--- src/rtl/mts_pkg.sv ---
// Shared constants, codes and types for the multi-timer scheduler.
`timescale 1ns / 1ps

package mts_pkg;

    localparam int MAX_TIMERS = 16;
    localparam int SLOT_W     = $clog2(MAX_TIMERS);
    localparam int CNT_W      = $clog2(MAX_TIMERS + 1);
    localparam int ID_W       = 8;
    localparam int ID_LIMIT   = 255;
    localparam int TRY_W      = ID_W + 1;
    localparam int TIME_W     = 48;
    localparam int DELAY_W    = 31;
    localparam int LIMIT_W    = 32;

    // Command codes.
    localparam logic [1:0] CMD_START = 2'd0;
    localparam logic [1:0] CMD_REARM = 2'd1;
    localparam logic [1:0] CMD_STOP  = 2'd2;
    localparam logic [1:0] CMD_POLL  = 2'd3;

    // Result kind codes.
    localparam logic [2:0] KIND_STARTED    = 3'd0;
    localparam logic [2:0] KIND_START_FAIL = 3'd1;
    localparam logic [2:0] KIND_FIRED      = 3'd2;
    localparam logic [2:0] KIND_POLL_DONE  = 3'd3;
    localparam logic [2:0] KIND_ACK        = 3'd4;

    typedef enum logic [3:0] {
        S_IDLE  = 4'b0001,
        S_START = 4'b0010,
        S_RS    = 4'b0100,
        S_POLL  = 4'b1000
    } t_state;

endpackage

--- src/rtl/multi_timer_scheduler.sv ---
// Timer table with start, rearm, stop and poll commands, run by a small sequencer.
//
//  channel   handshake                      payload
//  command   i_start in, o_busy out         i_command, i_now_ms, i_timer_id, i_delay_ms,
//                                           i_period_ms, i_timeout_limit
//  result    o_valid out, one-cycle strobe  o_kind, o_result_id, o_found, o_next_timeout,
//                                           o_fired_count, o_last
//
// Rearm and stop finish in S_RS. Start retries in S_START once per id that is
// already taken, then commits or fails. Poll walks the age ranks one slot a cycle
// through one shared fire/compare unit, then completes the last wait check and
// reports the poll result.
// Reset clears the slot valid bits and the count; no clearing pass is needed.
// The receiver cannot stall; o_busy is high while the sequencer is out of S_IDLE and falls as the final result appears.
`timescale 1ns / 1ps

module multi_timer_scheduler (
    input  logic                                i_clk,
    input  logic                                i_rst_n,
    input  logic                                i_start,
    input  logic [1:0]                          i_command,
    input  logic [mts_pkg::TIME_W-1:0]          i_now_ms,
    input  logic [mts_pkg::ID_W-1:0]            i_timer_id,
    input  logic [mts_pkg::DELAY_W-1:0]         i_delay_ms,
    input  logic [mts_pkg::DELAY_W-1:0]         i_period_ms,
    input  logic signed [mts_pkg::LIMIT_W-1:0]  i_timeout_limit,
    output logic                                o_busy,
    output logic                                o_valid,
    output logic [2:0]                          o_kind,
    output logic [mts_pkg::ID_W-1:0]            o_result_id,
    output logic                                o_found,
    output logic signed [mts_pkg::LIMIT_W-1:0]  o_next_timeout,
    output logic [mts_pkg::CNT_W-1:0]           o_fired_count,
    output logic                                o_last
);
    import mts_pkg::*;

    // Timer table; rank 0 is the newest timer.
    logic [MAX_TIMERS-1:0] r_used;
    logic [ID_W-1:0]       r_id       [MAX_TIMERS];
    logic [TIME_W-1:0]     r_deadline [MAX_TIMERS];
    logic [DELAY_W-1:0]    r_period   [MAX_TIMERS];
    logic [SLOT_W-1:0]     r_rank     [MAX_TIMERS];
    logic [CNT_W-1:0]      r_count;

    // Latched command item and sequencer state.
    t_state                      r_state;
    logic [1:0]                  r_cmd;
    logic [TIME_W-1:0]           r_now;
    logic [ID_W-1:0]             r_tid;
    logic [DELAY_W-1:0]          r_delay;
    logic [DELAY_W-1:0]          r_per;
    logic [ID_W-1:0]             r_try_id;
    logic [TRY_W-1:0]            r_tries;
    logic [CNT_W-1:0]            r_pos;
    logic [CNT_W-1:0]            r_fired;
    logic signed [LIMIT_W-1:0]   r_nt;
    logic                        r_due;
    logic                        r_ev_valid;
    logic [TIME_W-1:0]           r_ev_dl;

    logic                        accept;
    logic [ID_W-1:0]             oldest_id;
    logic [SLOT_W-1:0]           oldest_rank;
    logic [SLOT_W-1:0]           free_slot;
    logic                        try_taken;
    logic                        tid_hit;
    logic [SLOT_W-1:0]           tid_slot;
    logic [SLOT_W-1:0]           poll_slot;
    logic [TIME_W-1:0]           poll_dl;
    logic                        poll_fire;
    logic [TIME_W-1:0]           poll_new_dl;
    logic [TIME_W-1:0]           start_dl;
    logic [TIME_W-1:0]           ev_wait;
    logic                        ev_less;
    logic [ID_W-1:0]             next_try;

    // Adds with saturation at the largest deadline.
    function automatic logic [TIME_W-1:0] sat_add(input logic [TIME_W-1:0] a,
                                                 input logic [DELAY_W-1:0] b);
        logic [TIME_W:0] s;
        s = {1'b0, a} + (TIME_W + 1)'(b);
        return s[TIME_W] ? {TIME_W{1'b1}} : s[TIME_W-1:0];
    endfunction

    assign accept = i_start && (r_state == S_IDLE);
    assign o_busy = (r_state != S_IDLE);

    // Parallel lookups across the slots.
    assign oldest_rank = SLOT_W'(r_count - CNT_W'(1));
    always_comb begin
        oldest_id = '0;
        free_slot = '0;
        try_taken = 1'b0;
        tid_hit   = 1'b0;
        tid_slot  = '0;
        poll_slot = '0;
        for (int i = MAX_TIMERS - 1; i >= 0; i--) begin
            if (!r_used[i]) begin
                free_slot = SLOT_W'(i);
            end
        end
        for (int i = 0; i < MAX_TIMERS; i++) begin
            if (r_used[i] && r_rank[i] == oldest_rank) begin
                oldest_id = r_id[i];
            end
            if (r_used[i] && r_id[i] == r_try_id) begin
                try_taken = 1'b1;
            end
            if (r_used[i] && r_id[i] == r_tid) begin
                tid_hit  = 1'b1;
                tid_slot = SLOT_W'(i);
            end
            if (r_used[i] && r_rank[i] == r_pos[SLOT_W-1:0]) begin
                poll_slot = SLOT_W'(i);
            end
        end
    end

    // Shared fire and wait unit.
    assign start_dl    = sat_add(r_now, r_delay);
    assign poll_dl     = r_deadline[poll_slot];
    assign poll_fire   = (poll_dl != '0) && (r_now >= poll_dl);
    assign poll_new_dl = !poll_fire ? poll_dl :
                         (r_period[poll_slot] != '0) ? sat_add(poll_dl, r_period[poll_slot]) :
                         '0;
    assign ev_wait     = r_ev_dl - r_now;
    assign ev_less     = !r_nt[LIMIT_W-1] &&
                         (ev_wait < {{(TIME_W - LIMIT_W){1'b0}}, r_nt});
    assign next_try    = (r_try_id >= ID_W'(ID_LIMIT)) ? '0 : r_try_id + ID_W'(1);

    // Sequencer and table updates.
    always_ff @(posedge i_clk) begin
        o_valid        <= 1'b0;
        o_kind         <= KIND_ACK;
        o_result_id    <= '0;
        o_found        <= 1'b0;
        o_next_timeout <= '0;
        o_fired_count  <= '0;
        o_last         <= 1'b0;
        if (!i_rst_n) begin
            r_state    <= S_IDLE;
            r_used     <= '0;
            r_count    <= '0;
            r_ev_valid <= 1'b0;
        end else begin
            case (r_state)
                S_IDLE: begin
                    if (accept) begin
                        r_cmd      <= i_command;
                        r_now      <= i_now_ms;
                        r_tid      <= i_timer_id;
                        r_delay    <= i_delay_ms;
                        r_per      <= i_period_ms;
                        r_nt       <= i_timeout_limit;
                        r_due      <= 1'b0;
                        r_pos      <= '0;
                        r_fired    <= '0;
                        r_tries    <= '0;
                        r_ev_valid <= 1'b0;
                        r_try_id   <= (oldest_id >= ID_W'(ID_LIMIT)) ? '0
                                                                     : oldest_id + ID_W'(1);
                        case (i_command)
                            CMD_START: r_state <= S_START;
                            CMD_POLL:  r_state <= S_POLL;
                            default:   r_state <= S_RS;
                        endcase
                    end
                end
                S_START: begin
                    if (r_count == CNT_W'(MAX_TIMERS) ||
                        (r_count != '0 && try_taken && r_tries == TRY_W'(ID_LIMIT))) begin
                        o_valid <= 1'b1;
                        o_kind  <= KIND_START_FAIL;
                        o_last  <= 1'b1;
                        r_state <= S_IDLE;
                    end else if (r_count != '0 && try_taken) begin
                        r_try_id <= next_try;
                        r_tries  <= r_tries + TRY_W'(1);
                    end else begin
                        // Commit the new timer as the newest in the slot it takes.
                        for (int i = 0; i < MAX_TIMERS; i++) begin
                            if (r_used[i]) begin
                                r_rank[i] <= r_rank[i] + SLOT_W'(1);
                            end
                        end
                        r_used[free_slot]     <= 1'b1;
                        r_rank[free_slot]     <= '0;
                        r_id[free_slot]       <= (r_count == '0) ? '0 : r_try_id;
                        r_deadline[free_slot] <= start_dl;
                        r_period[free_slot]   <= r_per;
                        r_count               <= r_count + CNT_W'(1);
                        o_valid     <= 1'b1;
                        o_kind      <= KIND_STARTED;
                        o_result_id <= (r_count == '0) ? '0 : r_try_id;
                        o_last      <= 1'b1;
                        r_state     <= S_IDLE;
                    end
                end
                S_RS: begin
                    if (tid_hit) begin
                        if (r_cmd == CMD_REARM) begin
                            r_deadline[tid_slot] <= start_dl;
                            r_period[tid_slot]   <= r_per;
                        end else begin
                            // Close the gap in the age ranks behind the removed timer.
                            for (int i = 0; i < MAX_TIMERS; i++) begin
                                if (r_used[i] && r_rank[i] > r_rank[tid_slot]) begin
                                    r_rank[i] <= r_rank[i] - SLOT_W'(1);
                                end
                            end
                            r_used[tid_slot] <= 1'b0;
                            r_count          <= r_count - CNT_W'(1);
                        end
                    end
                    o_valid <= 1'b1;
                    o_kind  <= KIND_ACK;
                    o_found <= tid_hit;
                    o_last  <= 1'b1;
                    r_state <= S_IDLE;
                end
                S_POLL: begin
                    // Wait check on the deadline settled in the previous cycle.
                    if (r_ev_valid && r_ev_dl != '0) begin
                        if (r_now >= r_ev_dl) begin
                            r_due <= 1'b1;
                        end else if (ev_less) begin
                            r_nt <= LIMIT_W'(ev_wait);
                        end
                    end
                    if (r_pos < r_count) begin
                        // Fire the timer at this age rank if it is due.
                        r_deadline[poll_slot] <= poll_new_dl;
                        r_ev_dl    <= poll_new_dl;
                        r_ev_valid <= 1'b1;
                        r_pos      <= r_pos + CNT_W'(1);
                        if (poll_fire) begin
                            o_valid     <= 1'b1;
                            o_kind      <= KIND_FIRED;
                            o_result_id <= r_id[poll_slot];
                            r_fired     <= r_fired + CNT_W'(1);
                        end
                    end else if (r_ev_valid) begin
                        r_ev_valid <= 1'b0;
                    end else begin
                        o_valid        <= 1'b1;
                        o_kind         <= KIND_POLL_DONE;
                        o_next_timeout <= r_due ? '0 : r_nt;
                        o_fired_count  <= r_fired;
                        o_last         <= 1'b1;
                        r_state        <= S_IDLE;
                    end
                end
                default: begin
                    r_state <= S_IDLE;
                end
            endcase
        end
    end

`ifndef ASSERT_OFF
    // The final result always closes the command.
    a_last_ends: assert property (@(posedge i_clk) disable iff (!i_rst_n)
        o_valid && o_last |-> r_state == S_IDLE)
        else $error("final result while sequencer still active");

    // The count follows the slot valid bits.
    a_count: assert property (@(posedge i_clk) disable iff (!i_rst_n)
        $countones(r_used) == int'(r_count))
        else $error("timer count disagrees with used slots");

    // An accepted command always makes the block busy.
    a_busy: assert property (@(posedge i_clk) disable iff (!i_rst_n)
        accept |=> o_busy)
        else $error("accepted command did not raise busy");

    // The table never holds more timers than slots.
    a_bound: assert property (@(posedge i_clk) disable iff (!i_rst_n)
        r_count <= CNT_W'(MAX_TIMERS))
        else $error("timer count beyond table size");
`endif

endmodule
--- config.mk ---
export PLATFORM = sky130hd
export DESIGN_NAME = multi_timer_scheduler
export DESIGN_NICKNAME = d
export VERILOG_FILES = /design/src/rtl/mts_pkg.sv /design/src/rtl/multi_timer_scheduler.sv
export SDC_FILE = /design/constraint.sdc
export NUM_CORES = 2
export LEC_CHECK = 0
export ABC_CLOCK_PERIOD_IN_PS = 10800
export CORE_ASPECT_RATIO = 0.5
export CORE_MARGIN = 5
export CORE_UTILIZATION = 35
export CTS_BUF_LIST = sky130_fd_sc_hd__clkbuf_4 sky130_fd_sc_hd__clkbuf_8 sky130_fd_sc_hd__clkbuf_16
export DETAILED_ROUTE_END_ITERATION = 8
export DONT_BUFFER_PORTS = 1
export GPL_TIMING_DRIVEN = 1
export PLACE_DENSITY_LB_ADDON = 0.15
export SYNTH_ARGS = -nofsm -noshare
export SYNTH_HDL_FRONTEND = slang
export SYNTH_SLANG_ARGS = --single-unit
export TNS_END_PERCENT = 5
--- constraint.sdc ---
create_clock -name i_clk -period 10.8 [get_ports i_clk]
set_clock_uncertainty 0.15 [all_clocks]
set_input_delay 0 -clock i_clk [delete_from_list [all_inputs] [get_ports i_clk]]
set_output_delay 0 -clock i_clk [all_outputs]
set_load 0.05 [all_outputs]
==> results.txt <==
P per Cell Area -> 147 nW/um2
Final Wtd Congestion -> 0.946
Largest fanout on the critical path -> 49
Critical path class -> reg2reg
Post-Synth XOR/XNOR Area -> 5.61%
Period utilisation layout -> 92.9%
Initial Utilization -> 35.3%
Worst VDD drop -> 0.000107 V
Syn. warnings -> 0
Gate power share -> 5.9%
Port-buffer cells -> 0
TritonCTS clock tree -> built
Post-CTS setup buffers -> 0
Vias per std cell -> 5.69
Via count -> 64,400
CTS sink cnt -> 1,761
Drc violations -> 0
Vias in the first global route -> 61,500
Complex-gate fraction of the synthesized area -> 12.7%
Antenna-violating nets left -> 0
Period minus WS final -> 10,040 ps
Die Span Y -> 364 um
Setup violation total in the final timing report -> 0
Routed length on met3 -> 22,500 um
Element type at the critical path end -> flop
Max stage delay on crit path -> 1010 ps
Sw Ratio -> 23.1%
Tot Pwr -> 14.9 mW
Syn_area_per_cell -> 11.7 um2
Crit-path slowest cell -> edfxtp_1
Sequential share of the synthesized area -> 58.8%
Final #Nets -> 8,317
Final Non-Filler Cells -> 11,300
F_max -> 0.0996 GHz
First-pass GRT wire length -> 462,000 um
Synthesis-stage register bit count -> 1,761
Share of cells above drive strength 1 -> 9.72%
Grt ovf -> 0
Clock share of power -> 42.6%
Crit path max-delay family -> simple AND/OR/NAND/NOR gates
Routed met1 length -> 144,000 um
Dpl hpwl -> 215,000 um
Post-synth EDFFs -> 1,620
RSZ-0062 raised after global routing -> false
Post-Synth Simple-Gate Area -> 13.1%
Max-slew violation count -> 0
Final hold vios -> 0
Worst EP arrival -> 10,430 ps
Static Leak -> 36.5 nW
Most frequent cells in the layout -> edfxtp_1 (1,620), nand2_1 (1,062), a21oi_1 (343)
Setup ws final -> 762 ps
# resized after CTS -> 0
P&R area growth vs syn -> 16.2%
Core area -> 248,000 um2
Hold path startpoint -> i_period_ms[1]
CP startpoint -> r_pos[0]
Placed cells -> 10,700
GRT Util Overall -> 24.3%
Routed wire length -> 327,000 um
Max-cap violations -> 0
Clock Latency Late Sink -> 870 ps
Synth Instances -> 7,500
Wire length on met2 -> 149,000 um
Dpl ws -> 915 ps
Slew @ Worst Pin -> 1270 ps
Worst hold path type -> in2reg
Root Driver -> clkbuf_16
Sequential Power Share -> 51.5%
Most used cell, CP -> o21ai_0
CTS buffer count -> 177
Post-synthesis cell type count -> 99
First-pass detailed-route iteration total -> 9
Final hold slack -> 147 ps
Net Count, Synth -> 7,973
Clock Path Buffers -> 4
Pin count of the biggest net entering global routing -> 72
Largest family of logic cells by synthesized area -> simple AND/OR/NAND/NOR gates
FF-to-FF Start -> r_pos[0]
P_sw -> 3.45 mW
Proportion of synthesized area in mux cells -> 1.92%
Fin Setup TNS -> 0 ps
CP bufs+invs -> 4
Critical path data required time -> 11,190 ps
H-tree Lvls -> 4
Initial antenna violation count -> 9
CTS clk-pin slew, worst paths -> 70 ps
CP startpoint kind -> flop
Pint -> 11.5 mW
Commonest non-fill, non-tap cell in the layout -> edfxtp_1
Run status -> finished, final reports clean
Rel. slew slack -> 14.5%
Cts hold-fix bufs -> 311
First DRT Iteration DRCs -> 6,629
Asr flop ratio synth -> 0%
Die Wd -> 717 um
Die ar. -> 261,000 um2
Top Layer Used -> met5
Site Rows -> 129
Ports -> 207
Cell Area, Synth -> 87,500 um2
Fraction of the mapped netlist area in adder cells -> 4.71%
Post-DR wirelength/cell -> 28.9 um
Ys flop type -> edfxtp_1
## state kept, by name (all words and copies together) (netlist names), 8 cells and up
register        flops
r_tries             9
o_next_timeout     32
r_used             16
r_id              128
r_try_id            8
r_deadline        768
r_tid               8
r_nt               32
r_per              31
r_ev_dl            48
r_rank             64
o_result_id         8
r_now              48
r_period          496
r_delay            31
## worst paths after layout
path | slack [ps] | end | cells after the start
worst max-delay path | 760 | r_ev_dl[15] | 26
worst min-delay path | 150 | r_per[1] | 2
worst max register to register | 760 | r_ev_dl[15] | 26
worst min register to register | 320 | o_next_timeout[12] | 1
## logic make-up after synthesis
kind of cell / Yosys count
adders and majority gates: 318
buffers and inverters: 662
xor gates and xnor gates: 556
and+or+nand+nor: 2439
DFF: 1761
muxes: 145
AOI/OAI and AO/OA: 1619
## Yosys cell counts, types with 64 or more instances
cell,n,share of area [%]
a211oi_1,192,1.6
a21o_1,110,0.94
a21oi_1,344,2.0
a311oi_1,71,0.71
a31oi_1,120,0.86
and2_1,71,0.51
and3_1,172,1.2
buf_2,132,0.76
clkbuf_1,218,0.94
dfxtp_1,141,3.2
edfxtp_1,1620,56
ha_1,299,4.3
inv_1,227,0.97
mux2i_1,107,1.2
nand2_1,1065,4.6
nand3_1,317,1.8
nand4_1,111,0.79
nor2_1,315,1.4
nor2b_1,64,0.46
nor3_1,107,0.61
nor4_1,76,0.54
o21ai_0,258,1.5
xnor2_1,260,2.6
xor2_1,293,2.9
## per-stage QoR
stage	util, %	cell area (um2)
global route	41.0	102000
global placement	37.4	92800
floorplan	-	87500
detailed placement	37.4	92800
CTS	41.0	102000
finish	41.0	102000
## area by class of cell
type | instances | area (um2)
multi-input cells | 5077 | 33800
diodes | 5 | 12.5
well taps | 3340 | 4180
clock buffers | 216 | 4800
repair buffers | 597 | 5560
flip-flops and latches | 1761 | 51500
clock inverters | 95 | 937
fillers | 23500 | 146000
inverters | 230 | 871
## routing by layer
layer,vias to the layer above,track usage [%]
li1,28800,-
met1,32600,33.8
met2,2421,38.9
met3,526,4.17
met4,2,7.34
met5,-,0
## power groups by stage
stage | registers (mW) | clock network, mW | logic (mW)
4_1_cts | 7.69 | 6.49 | 0.880
6_report | 7.69 | 6.36 | 0.884
3_3_place_gp | 7.84 | 0 | 0.773
3_5_place_dp | 7.84 | 0 | 0.776
5_1_grt | 7.69 | 6.79 | 0.951
2_1_floorplan | 7.79 | 0 | 0.465
Note: power is estimated with default switching activity, not from simulation.
